### src/rtl/core/rolling_key_byte_cipher_macros.svh
// ----------------------------------------------------------------------------
// Rolling key byte cipher assertion macros
// Shared concurrent assertion forms for the cipher blocks
// ----------------------------------------------------------------------------
`ifndef ROLLING_KEY_BYTE_CIPHER_MACROS_SVH
`define ROLLING_KEY_BYTE_CIPHER_MACROS_SVH

// same-cycle implication, checked out of reset
`define RKBC_ASSERT_NOW(label, clk, rst, ante, cons, msg) \
  label: assert property (@(posedge clk) disable iff (rst) (ante) |-> (cons)) \
    else $error(msg);

// next-cycle implication, checked out of reset
`define RKBC_ASSERT_NEXT(label, clk, rst, ante, cons, msg) \
  label: assert property (@(posedge clk) disable iff (rst) (ante) |=> (cons)) \
    else $error(msg);

`endif

### src/rtl/core/rkbc_pkg.sv
// ----------------------------------------------------------------------------
// Rolling key byte cipher package
// Opcodes and fixed field widths shared by the cipher modules
// ----------------------------------------------------------------------------
package rkbc_pkg;

  localparam int OPCODE_W   = 2;
  localparam int KEY_IDX_W  = 6;
  localparam int BYTE_W     = 8;
  localparam int KEY_LEN_W  = 7;
  // wide enough for key positions, indexes and lengths up to 256
  localparam int IDX_EXT_W  = 9;

  typedef logic [BYTE_W-1:0]    byte_t;
  typedef logic [KEY_LEN_W-1:0] key_len_t;

  typedef enum logic [OPCODE_W-1:0] {
    OP_LOAD_KEY = 2'd0,
    OP_ENCRYPT  = 2'd1,
    OP_RESTART  = 2'd2,
    OP_IGNORE   = 2'd3
  } opcode_t;

endpackage

### src/rtl/core/rkbc_ram.sv
// ----------------------------------------------------------------------------
// Generic RAM
// One write port and one read port with registered read data
// ----------------------------------------------------------------------------
module rkbc_ram #(
  parameter int WIDTH = 8,
  parameter int DEPTH = 64
) (
  input  logic                     clk,
  input  logic                     we,
  input  logic [$clog2(DEPTH)-1:0] waddr,
  input  logic [WIDTH-1:0]         wdata,
  input  logic                     re,
  input  logic [$clog2(DEPTH)-1:0] raddr,
  output logic [WIDTH-1:0]         rdata
);

  logic [WIDTH-1:0] mem [DEPTH];

  // write port
  always_ff @(posedge clk) begin
    if (we) begin
      mem[waddr] <= wdata;
    end
  end

  // registered read port, holds when not enabled
  always_ff @(posedge clk) begin
    if (re) begin
      rdata <= mem[raddr];
    end
  end

endmodule

### src/rtl/core/rkbc_sched.sv
// ----------------------------------------------------------------------------
// Rolling key scheduler
// Holds the key length, key position, threshold and offset of the stream
// ----------------------------------------------------------------------------
module rkbc_sched #(
  parameter int MAX_KEY = 64
) (
  input  logic                       clk,
  input  logic                       rst,
  input  logic                       key_length_we,
  input  rkbc_pkg::key_len_t         key_length,
  input  logic                       step,
  input  rkbc_pkg::opcode_t          opcode,
  output logic [$clog2(MAX_KEY)-1:0] position,
  output rkbc_pkg::byte_t            offset
);

  import rkbc_pkg::*;

  localparam int PW = $clog2(MAX_KEY);

  key_len_t             key_len;
  key_len_t             threshold;
  key_len_t             threshold_next;
  logic [PW-1:0]        position_next;
  byte_t                offset_next;
  key_len_t             eff_len;
  logic [IDX_EXT_W-1:0] len_ext;
  logic [IDX_EXT_W-1:0] pos_inc;
  logic [IDX_EXT_W-1:0] thr_ext;
  key_len_t             thr_dec;
  logic                 restart;

  // effective key length: zero reads as one, clipped to the store size
  always_comb begin
    len_ext = IDX_EXT_W'(key_len);
    if (key_len == '0) begin
      eff_len = KEY_LEN_W'(1);
    end else if (len_ext > IDX_EXT_W'(MAX_KEY)) begin
      eff_len = KEY_LEN_W'(MAX_KEY);
    end else begin
      eff_len = key_len;
    end
  end

  // key length register
  always_ff @(posedge clk) begin
    if (rst) begin
      key_len <= KEY_LEN_W'(1);
    end else if (key_length_we) begin
      key_len <= key_length;
    end
  end

  // position advance and threshold rollover
  always_comb begin
    pos_inc        = IDX_EXT_W'(position) + IDX_EXT_W'(1);
    thr_ext        = IDX_EXT_W'(threshold);
    thr_dec        = threshold - KEY_LEN_W'(1);
    restart        = 1'b0;
    position_next  = position;
    offset_next    = offset;
    threshold_next = threshold;
    if (step) begin
      case (opcode)
        OP_LOAD_KEY: restart = 1'b1;
        OP_RESTART:  restart = 1'b1;
        OP_ENCRYPT: begin
          if (pos_inc >= thr_ext) begin
            position_next  = '0;
            offset_next    = offset + BYTE_W'(eff_len);
            threshold_next = (thr_dec == '0) ? eff_len : thr_dec;
          end else begin
            position_next = pos_inc[PW-1:0];
          end
        end
        default: ;
      endcase
    end
  end

  // stream state; a restart takes the length in force after this edge
  always_ff @(posedge clk) begin
    if (rst) begin
      position  <= '0;
      offset    <= '0;
      threshold <= KEY_LEN_W'(1);
    end else if (key_length_we) begin
      position  <= '0;
      offset    <= '0;
      if (key_length == '0) begin
        threshold <= KEY_LEN_W'(1);
      end else if (IDX_EXT_W'(key_length) > IDX_EXT_W'(MAX_KEY)) begin
        threshold <= KEY_LEN_W'(MAX_KEY);
      end else begin
        threshold <= key_length;
      end
    end else if (restart) begin
      position  <= '0;
      offset    <= '0;
      threshold <= eff_len;
    end else begin
      position  <= position_next;
      offset    <= offset_next;
      threshold <= threshold_next;
    end
  end

  `include "rolling_key_byte_cipher_macros.svh"

  `RKBC_ASSERT_NOW(a_thr_nonzero, clk, rst, 1'b1, threshold != '0, "threshold is zero")
  `RKBC_ASSERT_NOW(a_pos_below_thr, clk, rst, 1'b1, IDX_EXT_W'(position) < thr_ext, "position past threshold")
  `RKBC_ASSERT_NEXT(a_restart_clears, clk, rst, key_length_we || restart, position == '0 && offset == '0, "restart left stream state")

endmodule

### src/rtl/core/rolling_key_byte_cipher.sv
// ----------------------------------------------------------------------------
// Rolling key byte cipher
// Additive byte cipher whose key offset rolls forward over the stream
// ----------------------------------------------------------------------------
// One input transfer is taken every clock while the output side keeps up:
// key loads, restarts and encrypts all issue back to back. An encrypted byte
// passes through the key store read register and then the output register:
// the transfer edge loads the read register, and the sum is loaded into the
// output register once that is free or being taken. The input stalls only
// while both stages hold a byte and the output is not taken. Key loads,
// restarts and key_length writes restart the stream. The user must write
// key_length only while the block is idle; the block does not enforce it.
// ----------------------------------------------------------------------------
module rolling_key_byte_cipher #(
  parameter int MAX_KEY = 64
) (
  input  logic               clk,
  input  logic               rst,
  input  logic               key_length_we,
  input  rkbc_pkg::key_len_t key_length,
  input  logic               in_valid,
  output logic               in_ready,
  input  logic [1:0]         opcode,
  input  logic [5:0]         key_index,
  input  rkbc_pkg::byte_t    data_byte,
  output logic               out_valid,
  input  logic               out_ready,
  output rkbc_pkg::byte_t    cipher_byte
);

  import rkbc_pkg::*;

  localparam int PW = $clog2(MAX_KEY);

  opcode_t              op;
  logic                 in_xfer;
  logic                 enc_xfer;
  logic                 key_we;
  logic [IDX_EXT_W-1:0] key_idx_ext;
  logic [PW-1:0]        position;
  byte_t                offset;
  byte_t                key_rdata;
  logic                 s1_valid;
  byte_t                s1_data;
  byte_t                s1_offset;
  logic                 s1_move;

  // input decode
  always_comb begin
    op          = opcode_t'(opcode);
    in_xfer     = in_valid && in_ready;
    enc_xfer    = in_xfer && (op == OP_ENCRYPT);
    key_idx_ext = IDX_EXT_W'(key_index);
    key_we      = in_xfer && (op == OP_LOAD_KEY) && (key_idx_ext < IDX_EXT_W'(MAX_KEY));
    s1_move     = s1_valid && (!out_valid || out_ready);
    in_ready    = !(s1_valid && out_valid && !out_ready);
  end

  // stream state
  rkbc_sched #(
    .MAX_KEY(MAX_KEY)
  ) u_sched (
    .clk          (clk),
    .rst          (rst),
    .key_length_we(key_length_we),
    .key_length   (key_length),
    .step         (in_xfer),
    .opcode       (op),
    .position     (position),
    .offset       (offset)
  );

  // key store
  rkbc_ram #(
    .WIDTH(BYTE_W),
    .DEPTH(MAX_KEY)
  ) u_key_ram (
    .clk  (clk),
    .we   (key_we),
    .waddr(key_idx_ext[PW-1:0]),
    .wdata(data_byte),
    .re   (enc_xfer),
    .raddr(position),
    .rdata(key_rdata)
  );

  // read stage control
  always_ff @(posedge clk) begin
    if (rst) begin
      s1_valid <= 1'b0;
    end else if (enc_xfer) begin
      s1_valid <= 1'b1;
    end else if (s1_move) begin
      s1_valid <= 1'b0;
    end
  end

  // read stage payload
  always_ff @(posedge clk) begin
    if (enc_xfer) begin
      s1_data   <= data_byte;
      s1_offset <= offset;
    end
  end

  // output register control
  always_ff @(posedge clk) begin
    if (rst) begin
      out_valid <= 1'b0;
    end else if (s1_move) begin
      out_valid <= 1'b1;
    end else if (out_ready) begin
      out_valid <= 1'b0;
    end
  end

  // cipher byte: plain plus key byte plus offset, mod 256
  always_ff @(posedge clk) begin
    if (s1_move) begin
      cipher_byte <= s1_data + key_rdata + s1_offset;
    end
  end

  `include "rolling_key_byte_cipher_macros.svh"

  `RKBC_ASSERT_NOW(a_stall_blocks_input, clk, rst, s1_valid && out_valid && !out_ready,
                   !in_ready, "input taken with both stages full")
  `RKBC_ASSERT_NEXT(a_encrypt_fills_s1, clk, rst, enc_xfer, s1_valid, "encrypt transfer lost")
  `RKBC_ASSERT_NEXT(a_no_spurious_s1, clk, rst, in_xfer && op != OP_ENCRYPT && !s1_valid,
                    !s1_valid, "read stage filled without encrypt")

endmodule
### config.mk
export PLATFORM = sky130hd
export DESIGN_NAME = rolling_key_byte_cipher
export DESIGN_NICKNAME = d
export VERILOG_FILES = /design/src/rtl/core/rkbc_pkg.sv /design/src/rtl/core/rkbc_ram.sv /design/src/rtl/core/rkbc_sched.sv /design/src/rtl/core/rolling_key_byte_cipher.sv
export VERILOG_INCLUDE_DIRS = /design/src /design/src/rtl/core
export SDC_FILE = /design/constraint.sdc
export NUM_CORES = 1
export LEC_CHECK = 0
export BUFFER_PORTS_ARGS = -buffer_cell sky130_fd_sc_hd__buf_2
export CAP_MARGIN = 20
export CORE_MARGIN = 2
export CORE_UTILIZATION = 56
export CTS_CLUSTER_SIZE = 10
export DETAILED_ROUTE_END_ITERATION = 7
export PLACE_DENSITY = 0.75
export SLEW_MARGIN = 15
export SYNTH_ARGS = -nofsm -noshare
export SYNTH_HDL_FRONTEND = slang
export SYNTH_SLANG_ARGS = --single-unit
### constraint.sdc
create_clock -name clk -period 2.9 [get_ports clk]
set_input_delay 0.29 -clock clk [delete_from_list [all_inputs] [get_ports clk]]
set_output_delay 0.29 -clock clk [all_outputs]
set_load 0.01 [all_outputs]
==> reports/results.tsv, run 1 <==
metric	value	unit
die_area	42910	um^2
max-cap-violations	0	
h-tree-depth	3	
synth_ff_type	edfxtp_1	
area_growth	13.97	%
drc	0	
timing.fmax	0.3704	GHz
rows	74	
leakagePower	8.467	nW
setup.worst_path.class	reg -> reg	
hpwl	30.88	mm
outcome	finished clean	
vias_per_cell	6.284	
slowest_delay	0.63	ns
drtPass1Iterations	5	
ys_seq_elements	574	
clk_path_buf_depth	3	
layout-drive-gt1-share	0.2500	
ios	38	
synthTopCellsByArea	edfxtp_1 (71%), mux4_2 (12%), dfxtp_1 (2.6%), nor2_1 (1.8%), ha_1 (1.2%)	
power_density	643.0	nW/um^2
wl_per_cell	25.64	um
routed_wl	49.48	mm
rsz0062_at_grt	no	
crit_chain	buf_12 > mux4_2 > a22oi_1 > a21oi_1 > or3_1	
synth.distinct_cells	59	
clockRootBuffer	clkbuf_16	
critPathTopFamily	multiplexers	
drtAntennaViolNets	0	
worst-path-buf-inv	1	
synth_top_area_cell	edfxtp_1	
skew	0.02198	ns
period_share	0.9311	
async_flop_share	0	
gp_congestion	0.8674	
numCtsBuffers	67	
drt_iter0_drc	1436	
grt_pass1_vias	12500	
synth_most_common_cell	edfxtp_1	
port_buffers	37	
final_area	26340	um^2
netlist_area	23110	um^2
crit_fanout	65	
ir_drop	0.5371	mV
grt_max_degree	80	
end_kind	flop	
finalHoldViolCount	0	
clk-insertion-delay-late	0.58	ns
final_nets	1440	
relSlewSlack	0.4667	
tightest_slew	0.7982	ns
clock-sinks	574	
critPathSlowestCell	mux4_2	
grtUsageTotal	0.2336	
ys_top_cells_by_count	edfxtp_1 (544), mux4_2 (128), nor2_1 (112), a21oi_1 (34), nand2_1 (33)	
cp.required	3.20	ns
coreArea	40740	um^2
start_util	0.5673	
vias	12130	
hold_class	in -> reg	
cp.arrival	3.00	ns
die_x	207.2	um
ys_seq_area_frac	0.7328	
cts_tree	built	
path_clk_slew	0.06	ns
syn_inst	1226	
synth_edf_count	544	
slew_viol_final	0	
synth_warnings	0	
worst_hold_slack	0.02104	ns
fin_crit	2.700	ns
place_area	24500	um^2
setup_violations	0	
antenna_found_initial	2	
syn_nets	1286	
gr-total-overflow	0	
grt_pass1_wl	75.18	mm
syn_area_per_cell	18.85	um^2
synth_top_area_share	0.7068	
start_kind	flop	
die_y	207.2	um
==> logic make-up (layout without fill, tap and decap cells) <==
kind of cell / count (synthesis) / count (layout) / synth area share
other: 0 / 2 / 0
buffers and inverters: 78 / 248 / 0.01592
flip-flops: 574 / 574 / 0.7328
multiplexers: 156 / 156 / 0.1369
adder cells (fa/ha/maj): 32 / 32 / 0.02025
XOR/XNOR: 18 / 18 / 0.006821
AND/OR/NAND/NOR: 219 / 219 / 0.04385
AO/OA/AOI/OAI: 149 / 149 / 0.04347
==> stage by stage <==
step	setup WS (ns)	power (mW)	std cells	TNS, ns	utilization
detailed placement	0.1592	9.865	1840	0	0.6014
floorplan	-0.01221	9.613	1226	-0.01221	-
global placement	0.2385	9.840	1840	0	0.6014
finish	0.1999	16.94	1930	0	0.6466
global route	0.04084	17.37	1928	0	0.6464
CTS	0.1629	17.04	1928	0	0.6463
==> layer usage <==
metal	GRT usage	up-vias	share of wire
li1	-	5253	-
met1	0.3255	6199	0.40
met2	0.3614	558	0.47
met3	0.05973	117	0.089
met4	0.08695	2	0.034
met5	0	-	0.00020
==> layout by cell type, fill, tap and decap left out, drive strengths merged, types with 15 or more instances in the layout <==
cell type    n
nand2       33
a21oi       34
mux2i       28
o21ai       25
dfxtp       30
edfxtp     544
a22oi       15
ha          23
inv         24
clkbuf      82
buf        138
a221oi      20
mux4       128
nor2       112
==> flip-flops by register name (all words and copies together), names as in the netlist <==
signal / flops
cipher_byte: 8
u_sched.position: 6
u_sched.offset: 8
u_key_ram.rdata: 8
u_sched.threshold: 7
u_key_ram.mem: 512
out_valid: 1
s1_data: 8
s1_valid: 1
s1_offset: 8
u_sched.key_len: 7
==> layout make-up <==
class                   instances  area [um^2]
multi-input cells             574         5812
well taps                     532        665.6
clock inverters                 3        21.27
diodes                          2        5.005
inverters                      22        82.58
flip-flops and latches        574        16950
repair buffers                141         1031
clock buffers                  82         1775
fillers                      2722        14400
==> repair_timing <==
item | 4_1_cts | 5_1_grt
hold buffers | 3 | 0
setup buffers | 0 | 0
setup endpoints to repair | 0 | 1
resized for setup | 0 | 1
hold endpoints to repair | 3 | 0
==> worst register-to-register path: cells and delay by family (launching register included) <==
kind            cells  cell delay, ns
simple gates        1            0.34
flops               1            0.41
mux                 1            0.71
compound gates      2            0.54
buf+inv             1            0.42
==> worst paths after layout <==
path                                           from                  to  slack [ns]  cells past startpoint
worst max-delay path            u_sched.position[0]  u_key_ram.rdata[0]        0.20                      5
worst min-delay path                  key_length[4]  u_sched.key_len[4]        0.02                      3
worst max register to register  u_sched.position[0]  u_key_ram.rdata[0]        0.20                      5
worst min register to register    u_sched.offset[0]        s1_offset[0]        0.48                      0
==> power breakdown <==
part	switching, mW	internal (mW)	leakage (nW)
clock	2.99	4.24	0.876
sequential	0.0307	9.12	5.14
combinational	0.359	0.196	2.45
Power figures use the tool's default switching activity.
==> inputs of run 2 (changes only) <==
- SKIP_LAST_GASP: default -> 1
- clock period: 2.9 -> 2.3 ns (I/O delays scaled with it)
==> run 2 against run 1 <==
The flow now finishes with violations (setup timing). Sequential share of layout area fell by 3.3 points. Clock skew is 0.0048 ns higher. Fmax is 6.4% higher. First-iteration DRC count increased by 4.7%. Cell area increased by 5.4%. Sequential cell count unchanged. Via count is 3.6% higher. Critical path type unchanged. Largest cell class unchanged.
==> reports/results.tsv, run 2 (synthesized netlist as in run 1, its figures left out) <==
metric	value	unit	change
start_util	0.5673		unchanged
setup.worst_path.class	reg -> reg		
antenna_found_initial	1		-1
port_buffers	37		unchanged
drtPass1Iterations	5		unchanged
gr-total-overflow	0		unchanged
path_clk_slew	0.06	ns	about the same
fillers	2546		-6.5%
die_area	42910	um^2	unchanged
start_kind	flop		
drc	0		unchanged
timing.fmax	0.3941	GHz	+6.4%
wl_per_cell	25.86	um	+0.86%
drt_iter0_drc	1503		+4.7%
use_met3	0.05124		-0.008490
largest_register	u_key_ram.mem		
slowest_delay	0.39	ns	-0.24 ns
max-cap-violations	0		unchanged
rows	74		unchanged
critPathSlowestCell	dfxtp_4		
gp_congestion	0.8701		+0.31%
worst-path-buf-inv	2		+1
cts_tree	built		
clock-sinks	574		unchanged
num_antenna_cells	0		-2
grt_use_met1	0.3293		+0.003816
fin_util	0.6817		+0.03517
ios	38		unchanged
die_x	207.2	um	unchanged
vias_per_cell	6.211		-1.2%
grt_pass1_wl	78.14	mm	+3.9%
rsz0062_at_grt	yes		
largest_reg_flops	512		unchanged
hpwl	32.75	mm	+6.1%
timing.final.ws_setup	-0.2377	ns	-0.4375 ns
busiest_layer	met2		
coreArea	40740	um^2	unchanged
h-tree-depth	3		unchanged
clk-insertion-delay-late	0.59	ns	about the same
mostFrequentLayoutCells	edfxtp_1 (544), buf_4 (156), mux4_2 (128)		
area_growth	20.17	%	
violations	setup timing		
clockRootBuffer	clkbuf_16		
ir_drop	0.6553	mV	+22%
finalHoldViolCount	0		unchanged
setup_violations	23		+23
tightest_slew	0.7699	ns	-0.02835 ns
vias	12570		+3.6%
cp.arrival	2.98	ns	-0.02 ns
grt_max_degree	66		-18%
final_nets	1527		+6.0%
preCtsSetupSlack	-0.1858	ns	-0.3450 ns
cp.required	2.74	ns	-0.46 ns
crit_top_cell	buf_4		
hold_class	in -> reg		
layout-drive-gt1-share	0.3398		+0.08981
die_y	207.2	um	unchanged
clk_path_buf_depth	3		unchanged
final_common_cell	edfxtp_1		
relSlewSlack	0.4828		+0.01604
slew_viol_final	0		unchanged
leakagePower	9.126	nW	+7.8%
period_share	1.103		+0.1723
worst_hold_slack	0.01926	ns	-0.001783 ns
outcome	finished with violations		
grt_pass1_vias	12820		+2.5%
routed_wl	52.34	mm	+5.8%
grtUsageTotal	0.2451		+0.01146
drtAntennaViolNets	0		unchanged
power_density	788.4	nW/um^2	+23%
crit_fanout	6		-91%
end_kind	flop		
grt_util_met2	0.3926		+0.03126
crit_chain	buf_4 > ha_4 > xor2_1 > ha_2 > o21a_1 > o2111ai_4 > o21a_4 > buf_4 > and2_1 > o21ai_0 > a21oi_1		
numCtsBuffers	68		+1.5%
skew	0.02675	ns	+0.004771 ns
fin_crit	2.538	ns	-0.1625 ns
critPathTopFamily	compound AO/OA/AOI/OAI gates		
[run 2: changes by cell type in the layout (fill, tap and decap cells not counted), moves of 9 or more]
cell / before / now
o21ai_0: 24 / 7
o21ai_1: 0 / 12
a221oi_1: 18 / 6
buf_4: 100 / 156
a221oi_2: 2 / 11
buf_12: 4 / 15
[run 2: path summary, 6_finish.rpt]
kind                  startpoint                   to  slack [ns]  depth (start not counted)
max          u_sched.position[0]  u_sched.position[3]       -0.24                         11
min                          rst   u_sched.key_len[1]        0.02                          2
max reg2reg  u_sched.position[0]  u_sched.position[3]       -0.24                         11
min reg2reg    u_sched.offset[7]         s1_offset[7]        0.47                          0
[run 2: final cells by class]
class / instances / area (um^2) / area share
Multi-Input combinational cell: 574 / 6259 / 0.2253
Timing Repair Buffer: 227 / 1901 / 0.06843
Sequential cell: 574 / 16950 / 0.6104
Clock inverter: 6 / 60.06 / 0.002162
Clock buffer: 89 / 1854 / 0.06677
Tap cell: 532 / 665.6 / 0.02397
Inverter: 22 / 82.58 / 0.002973
[run 2: stage by stage]
stage / instance area (um^2) / TNS, ns / total power [mW] / instances
2_1_floorplan: 23220 / -1.991 / 12.13 / 1226
3_3_place_gp: 25180 / -1.190 / 12.49 / 1909
3_5_place_dp: 25180 / -1.694 / 12.52 / 1909
4_1_cts: 27370 / -0.6344 / 21.94 / 2015
5_1_grt: 27770 / -4.246 / 22.52 / 2024
6_report: 27770 / -1.631 / 21.90 / 2024
[run 2: metal layers]
| layer | vias up | routed length [um] | share of wire |
|---|---|---|---|
| li1 | 5439 | - | - |
| met1 | 6421 | 20310 | 0.39 |
| met2 | 570 | 25770 | 0.49 |
| met3 | 139 | 4008 | 0.077 |
| met4 | 2 | 2240 | 0.043 |
| met5 | - | 16 | 0.00031 |
[run 2: timing repair]
action | in CTS | in global routing
pin swaps | 13 | 20
hold buffers | 9 | 0
gates cloned | 0 | 2
hold endpoints to repair | 8 | 0
resized for setup | 42 | 68
buffers inserted | 2 | 7
setup endpoints to repair | 23 | 31
[run 2: power by group]
group / internal (mW) / switching (mW)
Sequential: 11.5 / 0.0364
Combinational: 0.379 / 0.527
Clock: 5.60 / 3.85
Total: 17.5 / 4.42
